## src/rtl/i2c_eeprom_transaction_sequencer_defines.svh

```systemverilog
// Assertion macros for the I2C EEPROM transaction sequencer.
`ifndef I2C_EEPROM_TRANSACTION_SEQUENCER_DEFINES_SVH
`define I2C_EEPROM_TRANSACTION_SEQUENCER_DEFINES_SVH
`ifndef SYNTHESIS
// Property that must hold at every clock edge outside reset.
`define I2CEES_ASSERT(lbl, prop) \
  lbl: assert property (@(posedge clk) disable iff (rst) (prop)) \
    else $error("i2cees assertion failed");
// Implication checked in the same cycle outside reset.
`define I2CEES_ASSERT_IMP(lbl, ante, cons) \
  lbl: assert property (@(posedge clk) disable iff (rst) (ante) |-> (cons)) \
    else $error("i2cees implication failed");
`else
`define I2CEES_ASSERT(lbl, prop)
`define I2CEES_ASSERT_IMP(lbl, ante, cons)
`endif
`endif

```

## src/rtl/i2cees_pkg.sv

```systemverilog
// Types and constants shared by the I2C EEPROM transaction sequencer.
package i2cees_pkg;

  localparam int unsigned MAX_LENGTH = 256;
  localparam int unsigned STEP_CAP   = MAX_LENGTH + 8;

  // Input actions.
  localparam logic [2:0] ACT_START_WR = 3'd0;
  localparam logic [2:0] ACT_START_RD = 3'd1;
  localparam logic [2:0] ACT_START_RR = 3'd2;
  localparam logic [2:0] ACT_EVENT    = 3'd3;
  localparam logic [2:0] ACT_LOAD     = 3'd4;

  // Sequencer modes.
  localparam logic [1:0] MODE_STANDBY = 2'd0;
  localparam logic [1:0] MODE_WR      = 2'd1;
  localparam logic [1:0] MODE_RD      = 2'd2;
  localparam logic [1:0] MODE_RR      = 2'd3;

  // Bus commands.
  localparam logic [2:0] CMD_NONE  = 3'd0;
  localparam logic [2:0] CMD_SEND  = 3'd1;
  localparam logic [2:0] CMD_START = 3'd2;
  localparam logic [2:0] CMD_STOP  = 3'd3;
  localparam logic [2:0] CMD_RECV  = 3'd4;

  // Start status codes.
  localparam logic [1:0] ST_OK       = 2'd0;
  localparam logic [1:0] ST_NOT_IDLE = 2'd1;
  localparam logic [1:0] ST_BUSY     = 2'd2;
  localparam logic [1:0] ST_ZERO_LEN = 2'd3;

  // Configuration register indexes.
  localparam logic REG_DEVICE_ADDRESS = 1'b0;

  typedef struct packed {
    logic [2:0] action;
    logic [8:0] length;
    logic [7:0] mem_address;
    logic       bus_busy;
    logic       stop_seen;
    logic       nack_seen;
    logic [7:0] rx_byte;
    logic [7:0] load_index;
    logic [7:0] load_byte;
  } req_t;

  typedef struct packed {
    logic [1:0] start_status;
    logic [2:0] bus_command;
    logic [7:0] tx_byte;
    logic       ack_last;
    logic       store_valid;
    logic [7:0] store_index;
    logic [7:0] store_data;
    logic       done_res;
  } rsp_t;

endpackage

```

## src/rtl/i2c_eeprom_transaction_sequencer.sv

```systemverilog
// I2C EEPROM transaction sequencer: step control, write buffer memory and result pipeline.
//
// Usage: the request channel (req_valid, req_stall, req) carries start requests,
// bus events and write buffer loads. Each accepted transaction yields exactly one
// response on the response channel (rsp_valid, rsp_stall, rsp), in order.
// The block takes one transaction per clock cycle while req_stall is low. After its
// request is accepted, a response passes the step decode and the write buffer read
// (a 256 x 8 synchronous memory with one read port and one write port), then the
// output register. The device address is written through the APB port at byte
// address 0 and reads back there; the user must write the port only while no
// transaction is in flight, since the block itself does not enforce this.
// Reset (synchronous, active high) returns the sequencer to idle, clears the step
// counter, length and target address, empties the pipeline and sets the device
// address to 80. The write buffer is not cleared: a load must precede any read of
// an entry. When the receiver stalls, the output register holds its response, the
// decode stage fills, and then req_stall rises until the output drains.
`include "i2c_eeprom_transaction_sequencer_defines.svh"
module i2c_eeprom_transaction_sequencer (
  input  logic               clk,
  input  logic               rst,
  input  logic               req_valid,
  output logic               req_stall,
  input  i2cees_pkg::req_t   req,
  output logic               rsp_valid,
  input  logic               rsp_stall,
  output i2cees_pkg::rsp_t   rsp,
  input  logic               psel,
  input  logic               penable,
  input  logic               pwrite,
  input  logic [2:0]         paddr,
  input  logic [31:0]        pwdata,
  output logic [31:0]        prdata,
  output logic               pready
);
  import i2cees_pkg::*;

  localparam logic [8:0] STEP_CAP_9 = 9'(STEP_CAP);
  localparam logic [8:0] MAX_LEN_9  = 9'(MAX_LENGTH);

  // Architectural state.
  logic [6:0] device_address;
  logic [1:0] mode, mode_next;
  logic [8:0] step_count, step_count_next;
  logic [8:0] transfer_length, transfer_length_next;
  logic [7:0] target_address, target_address_next;

  // Write buffer memory.
  logic [7:0] write_buffer [0:255];
  logic [7:0] mem_q;
  logic [7:0] rd_addr;

  // Decode stage and output register.
  logic       s1_valid;
  rsp_t       s1_res, s1_res_next;
  logic       s1_use_mem, s1_use_mem_next;
  rsp_t       s1_out;
  rsp_t       rsp_q;
  logic       rsp_vq;

  logic       req_acc;
  logic       s1_move;
  logic       cfg_wr;

  // Step decode helpers.
  logic [9:0] c10;
  logic [9:0] n10;
  logic [7:0] id_write;
  logic [7:0] id_read;

  assign pready  = 1'b1;
  assign cfg_wr  = psel && penable && pwrite;
  assign prdata  = (paddr[2] == REG_DEVICE_ADDRESS) ? {25'd0, device_address} : 32'd0;

  // Pipeline flow control: the decode stage moves whenever the output is free.
  assign s1_move   = s1_valid && (!rsp_vq || !rsp_stall);
  assign req_stall = s1_valid && !s1_move;
  assign req_acc   = req_valid && !req_stall;
  assign rsp_valid = rsp_vq;
  assign rsp       = rsp_q;

  assign c10      = {1'b0, step_count};
  assign n10      = {1'b0, transfer_length};
  assign id_write = {device_address, 1'b0};
  assign id_read  = {device_address, 1'b1};

  // Step decode: next state and the result fields of one transaction.
  always_comb begin
    mode_next            = mode;
    step_count_next      = step_count;
    transfer_length_next = transfer_length;
    target_address_next  = target_address;
    s1_res_next          = '0;
    s1_use_mem_next      = 1'b0;
    rd_addr              = 8'(step_count - 9'd2);

    if (req.action inside {ACT_START_WR, ACT_START_RD, ACT_START_RR}) begin
      if (mode != MODE_STANDBY) begin
        s1_res_next.start_status = ST_NOT_IDLE;
      end else if (req.bus_busy) begin
        s1_res_next.start_status = ST_BUSY;
      end else if (req.length == 9'd0) begin
        s1_res_next.start_status = ST_ZERO_LEN;
      end else begin
        case (req.action)
          ACT_START_WR: mode_next = MODE_WR;
          ACT_START_RD: mode_next = MODE_RD;
          default:      mode_next = MODE_RR;
        endcase
        if (req.action != ACT_START_RD) begin
          target_address_next = req.mem_address;
        end
        transfer_length_next = (req.length > MAX_LEN_9) ? MAX_LEN_9 : req.length;
        step_count_next      = 9'd0;
        s1_res_next.bus_command = CMD_START;
      end
    end else if (req.action == ACT_EVENT && mode != MODE_STANDBY) begin
      if (req.stop_seen) begin
        // A stop on the final step hands over the last received byte.
        if ((mode == MODE_RD && c10 == n10 + 10'd2) ||
            (mode == MODE_RR && c10 == n10 + 10'd5)) begin
          s1_res_next.store_valid = 1'b1;
          s1_res_next.store_index = 8'(transfer_length - 9'd1);
          s1_res_next.store_data  = req.rx_byte;
        end
        mode_next = MODE_STANDBY;
        s1_res_next.done_res = 1'b1;
      end else begin
        if (step_count < STEP_CAP_9) begin
          step_count_next = step_count + 9'd1;
        end
        case (mode)
          MODE_WR: begin
            if (req.nack_seen) begin
              s1_res_next.bus_command = CMD_STOP;
            end else if (step_count == 9'd0) begin
              s1_res_next.bus_command = CMD_SEND;
              s1_res_next.tx_byte     = id_write;
            end else if (step_count == 9'd1) begin
              s1_res_next.bus_command = CMD_SEND;
              s1_res_next.tx_byte     = target_address;
            end else if (c10 <= n10 + 10'd1) begin
              // Data byte comes from the registered write buffer read in the next cycle.
              s1_res_next.bus_command = CMD_SEND;
              s1_use_mem_next         = 1'b1;
            end else begin
              s1_res_next.bus_command = CMD_STOP;
            end
          end
          MODE_RD: begin
            if (step_count == 9'd0) begin
              s1_res_next.bus_command = CMD_SEND;
              s1_res_next.tx_byte     = id_read;
            end else if (step_count == 9'd1) begin
              if (req.nack_seen) begin
                s1_res_next.bus_command = CMD_STOP;
              end else begin
                s1_res_next.bus_command = CMD_RECV;
                s1_res_next.ack_last    = (transfer_length == 9'd1);
              end
            end else if (c10 <= n10) begin
              s1_res_next.store_valid = 1'b1;
              s1_res_next.store_index = 8'(step_count - 9'd2);
              s1_res_next.store_data  = req.rx_byte;
              s1_res_next.ack_last    = (step_count == transfer_length);
            end else begin
              s1_res_next.bus_command = CMD_STOP;
            end
          end
          default: begin
            // Random read: address write, repeated start, then receive.
            if (step_count == 9'd0) begin
              s1_res_next.bus_command = CMD_SEND;
              s1_res_next.tx_byte     = id_write;
            end else if (step_count == 9'd1) begin
              s1_res_next.bus_command = CMD_SEND;
              s1_res_next.tx_byte     = target_address;
            end else if (step_count == 9'd2) begin
              s1_res_next.bus_command = CMD_START;
            end else if (step_count == 9'd3) begin
              s1_res_next.bus_command = CMD_SEND;
              s1_res_next.tx_byte     = id_read;
            end else if (step_count == 9'd4) begin
              if (req.nack_seen) begin
                s1_res_next.bus_command = CMD_STOP;
              end else begin
                s1_res_next.bus_command = CMD_RECV;
                s1_res_next.ack_last    = (transfer_length == 9'd1);
              end
            end else if (c10 <= n10 + 10'd3) begin
              s1_res_next.store_valid = 1'b1;
              s1_res_next.store_index = 8'(step_count - 9'd5);
              s1_res_next.store_data  = req.rx_byte;
              s1_res_next.ack_last    = (c10 == n10 + 10'd3);
            end else begin
              s1_res_next.bus_command = CMD_STOP;
            end
          end
        endcase
      end
    end
  end

  // Write buffer: a load writes at accept, a data step reads at accept.
  always_ff @(posedge clk) begin
    if (req_acc) begin
      if (req.action == ACT_LOAD) begin
        write_buffer[req.load_index] <= req.load_byte;
      end
      mem_q <= write_buffer[rd_addr];
    end
  end

  // Control state and configuration register.
  always_ff @(posedge clk) begin
    if (rst) begin
      device_address  <= 7'd80;
      mode            <= MODE_STANDBY;
      step_count      <= '0;
      transfer_length <= '0;
      target_address  <= '0;
      s1_valid        <= 1'b0;
      rsp_vq          <= 1'b0;
    end else begin
      if (cfg_wr && paddr[2] == REG_DEVICE_ADDRESS) begin
        device_address <= pwdata[6:0];
      end
      if (req_acc) begin
        mode            <= mode_next;
        step_count      <= step_count_next;
        transfer_length <= transfer_length_next;
        target_address  <= target_address_next;
      end
      if (req_acc) begin
        s1_valid <= 1'b1;
      end else if (s1_move) begin
        s1_valid <= 1'b0;
      end
      if (s1_move) begin
        rsp_vq <= 1'b1;
      end else if (!rsp_stall) begin
        rsp_vq <= 1'b0;
      end
    end
  end

  // Decode stage result with the data byte merged in from the write buffer.
  always_comb begin
    s1_out = s1_res;
    if (s1_use_mem) begin
      s1_out.tx_byte = mem_q;
    end
  end

  // Payload registers of the two stages.
  always_ff @(posedge clk) begin
    if (req_acc) begin
      s1_res     <= s1_res_next;
      s1_use_mem <= s1_use_mem_next;
    end
    if (s1_move) begin
      rsp_q <= s1_out;
    end
  end

  `I2CEES_ASSERT(a_step_cap, step_count <= STEP_CAP_9)
  `I2CEES_ASSERT_IMP(a_done_idle, s1_valid && s1_res.done_res, mode == MODE_STANDBY)
  `I2CEES_ASSERT_IMP(a_full_stall, s1_valid && rsp_vq && rsp_stall, req_stall)
  `I2CEES_ASSERT_IMP(a_mem_send, s1_valid && s1_use_mem, s1_res.bus_command == CMD_SEND)

endmodule

```

## config.mk

```make
export PLATFORM = sky130hd
export DESIGN_NAME = i2c_eeprom_transaction_sequencer
export DESIGN_NICKNAME = d
export VERILOG_FILES = /design/src/rtl/i2cees_pkg.sv /design/src/rtl/i2c_eeprom_transaction_sequencer.sv
export VERILOG_INCLUDE_DIRS = /design/src /design/src/rtl
export SDC_FILE = /design/constraint.sdc
export NUM_CORES = 2
export LEC_CHECK = 0
export BUFFER_PORTS_ARGS = -buffer_cell sky130_fd_sc_hd__clkbuf_2
export CAP_MARGIN = 5
export CORE_ASPECT_RATIO = 1.25
export CORE_MARGIN = 2
export CORE_UTILIZATION = 44
export DETAILED_ROUTE_END_ITERATION = 8
export PLACE_DENSITY = 0.6
export SLEW_MARGIN = 20
export SYNTH_ARGS = -nofsm -noshare
export SYNTH_HDL_FRONTEND = slang
export SYNTH_SLANG_ARGS = --single-unit
```

## constraint.sdc

```tcl
create_clock -name clk -period 6.6 [get_ports clk]
set_input_delay 0.66 -clock clk [delete_from_list [all_inputs] [get_ports clk]]
set_output_delay 0.66 -clock clk [all_outputs]
set_load 0.005 [all_outputs]
```

==> metrics.csv <==
stage,metric,value,unit
cts,clk slew on worst S/H paths,0.06,ns
final_layout,Finished Layout Cells,7124,
die,Starting Density,44.2,%
cts,H-tree levels,4,
sta,clk_skew,0.0547,ns
synthesis,"FFs w/ async S/R, synth",0,%
die,Core ar.,194000,um2
worst_setup_path,critical path's most frequent cell,nor4_1,
die,Die Ht,498,um
synthesis,number of flops mapped to enable cells by yosys,2121,
die,total I/O pin count,156,
place,GP Congestion,0.832,
sta,RSZ-0062 raised after global routing,no,
grt,gr ovfl total,0,
final_layout,Area Growth Syn to Fin,11.5,%
sta,Setup TNS,0,ns
place,port bufs,102,
synthesis,synth cell count leaders,"edfxtp_1 (2121), mux4_2 (585), nor2_1 (359), nand2_1 (245), clkbuf_1 (96)",
synthesis,largest area contributor in the netlist,edfxtp_1,
worst_setup_path,CP Class,reg2reg,
worst_hold_path,Hold Crit Class,in2reg,
worst_setup_path,CP Data Arrival Time,5.31,ns
grt,Tot GR Track Use,21.1,%
worst_setup_path,crit end category,flop,
synthesis,Synth Register Bits,2158,
synthesis,Post-synth top flop,edfxtp_1,
worst_setup_path,Critical Path Source Type,flop,
flow_run,MaxCap Viol Count,0,
grt,first-pass GRT wire length,301,mm
grt,initial antenna violation count,10,
die,die width,399,um
grt,pin count of the biggest net entering global routing,207,
synthesis,Syn Area/Cell,20.2,um2
synthesis,"Seq/Total Area, Yosys",75.0,%
cts,number of clock sinks,2158,
worst_setup_path,critical path's largest stage delay,0.85,ns
sta,Max Clk Rate,0.211,GHz
detailed_routing,Initial DRC Count,4347,
worst_setup_path,CP top delay family,simple AND/OR/NAND/NOR gates,
power_and_ir_drop,Worst VDD drop,233,uV
cts,worst skew pair latency,0.85,ns
synthesis,Synth Cell Area,85900,um2
cts,Bufs on Longest Clock Path,3,
sta,Slew Limit Fails,0,
sta,WHS,0.0691,ns
synthesis,Synth Warn #,0,
worst_setup_path,CP Buf/Inv Count,1,
detailed_routing,average wire per standard cell,29.6,um
worst_setup_path,crit-path cells,inv_1 > ha_4 > nor3b_2 > xor2_4 > mux4_2 > o2111a_1 > nor4_1 > nor4_1,
detailed_routing,DR DRC count,0,
cts,Inserted Clock Buffers,200,
sta,Rel. slew slack,15.8,%
sta,Worst Max-Slew Pin Slew,1.26,ns
cts,post-cts sizing count,0,
detailed_routing,antenna-violating nets left,0,
synthesis,post-synth cell types,75,
detailed_routing,1st-pass router iterations,6,
detailed_routing,drt total wl,211,mm
final_layout,# fillers,15700,
synthesis,Synth area leaders,"edfxtp_1 (74%), mux4_2 (15%), nor2_1 (1.6%)",
place,dpl hpwl,126,mm
worst_setup_path,CP Max Fanout,47,
detailed_routing,Vias,41800,
final_layout,final net count,4531,
power_and_ir_drop,pwr dens,283,nW/um2
place,dpl cells,6752,
worst_setup_path,Slowest cell on crit path,dfxtp_4,
die,die area,199000,um2
sta,Finish-stage setup viols,0,
sta,final hold violation count,0,
final_layout,layout cell share with drive strength beyond 1,23.6,%
synthesis,top cell type's share of synthesized area,74.2,%
die,row count,181,
synthesis,most frequent cell after synthesis,edfxtp_1,
place,placed inst area,89200,um2
sta,Final min period,4.75,ns
worst_setup_path,r2r setup slk,1.85,ns
grt,number of global-route vias before repair,42000,
cts,TritonCTS clock tree,yes,
synthesis,Syn Inst Count,4250,
power_and_ir_drop,Leak,29.2,nW
final_layout,Final Cell Area,95700,um2
outcome,status,completed,
cts,clock root buffer,clkbuf_16,
sta,Tcrit/Tclk final,72.0,%
detailed_routing,vias per inst,5.86,
worst_setup_path,CP required,7.16,ns
-- stage by stage --
step	power [mW]	worst slack, ns	util [%]
6_report	27.1	1.85	49.3
5_1_grt	27.8	1.59	49.3
4_1_cts	27.3	1.87	49.2
3_5_place_dp	16.0	1.89	45.9
3_3_place_gp	16.0	1.88	45.9
2_1_floorplan	15.6	2.51	-
-- timing repair --
action,in CTS,in global routing
hold endpoints to repair,2,0
setup buffers,0,0
hold buffers,2,0
-- final timing paths --
| check | start | endpoint | cells past startpoint |
|---|---|---|---|
| worst max-delay path | step_count[1]$_SDFFE_PP0P_ | mem_q[6]$_DFFE_PP_ | 8 |
| worst min-delay path | pwdata[1] | device_address[1]$_SDFFE_PP0P_ | 3 |
| worst max register to register | step_count[1]$_SDFFE_PP0P_ | mem_q[6]$_DFFE_PP_ | 8 |
| worst min register to register | s1_out[16]$_SDFFCE_PP0P_ | rsp[16]$_DFFE_PP_ | 0 |
-- cell families after synthesis --
kind of cell / Yosys count / share of synthesized area (%)
other: 2 / 0.00874
XOR/XNOR: 49 / 0.508
AND/OR/NAND/NOR: 837 / 4.29
AO/OA/AOI/OAI: 232 / 1.80
multiplexers: 630 / 15.9
adder cells (fa/ha/maj): 47 / 0.685
flip-flops: 2158 / 75.0
buffers and inverters: 295 / 1.81
-- sequential cells by signal (all words and copies together) (netlist names), 7 cells and up --
register,cells
rsp,32
write_buffer,2048
device_address,7
mem_q,8
transfer_length,9
s1_res,8
step_count,9
target_address,8
s1_out,24
-- power by group --
part           switching [mW]  total [mW]  internal, mW
Clock                    5.04        11.4          6.40
Sequential             0.0200        15.1          15.1
Combinational           0.425       0.588         0.163
Total                    5.48        27.1          21.6
-- routing by layer --
layer	vias to the layer above	track usage, %	share of wire [%]
met5	-	0	0.030
met2	1451	35.6	51
met4	10	5.90	2.5
met3	280	3.24	6.2
met1	22400	28.6	40
li1	17700	-	-
-- layout make-up --
cell class / count / area, um2 / area share [%]
antenna: 2 / 5.00 / 0.00523
clock buffer: 254 / 5340 / 5.57
sequential: 2158 / 64400 / 67.3
multi-input combinational: 1821 / 20100 / 21.0
tap: 2562 / 3210 / 3.35
inverter: 30 / 113 / 0.118
clock inverter: 113 / 1110 / 1.16
timing repair buffer: 184 / 1380 / 1.44
-- tightest hold or removal path, stage by stage --
cell	delay [ns]
clkbuf_2	0.08
mux2i_1	0.05
nor2_1	0.07
-- placed cells by master, fill, tap and decap left out, types with 14 or more instances in the layout --
cell / instances
nor4_1: 17
inv_1: 30
nor2_1: 358
a21oi_1: 63
clkinv_2: 26
clkbuf_1: 48
clkbuf_2: 94
o21ai_0: 17
mux4_2: 585
conb_1: 26
dfxtp_1: 35
o22ai_1: 30
nor3_1: 19
nor2b_1: 18
nand2_1: 242
mux2i_1: 36
bufinv_16: 17
clkbuf_16: 206
clkinv_1: 47
and2_1: 14
ha_1: 46
nand4_1: 29
nand3_1: 67
edfxtp_1: 2121
buf_4: 66
a31oi_1: 19
xnor2_1: 30
xor2_1: 16
Note: power is estimated with default switching activity, not from simulation.
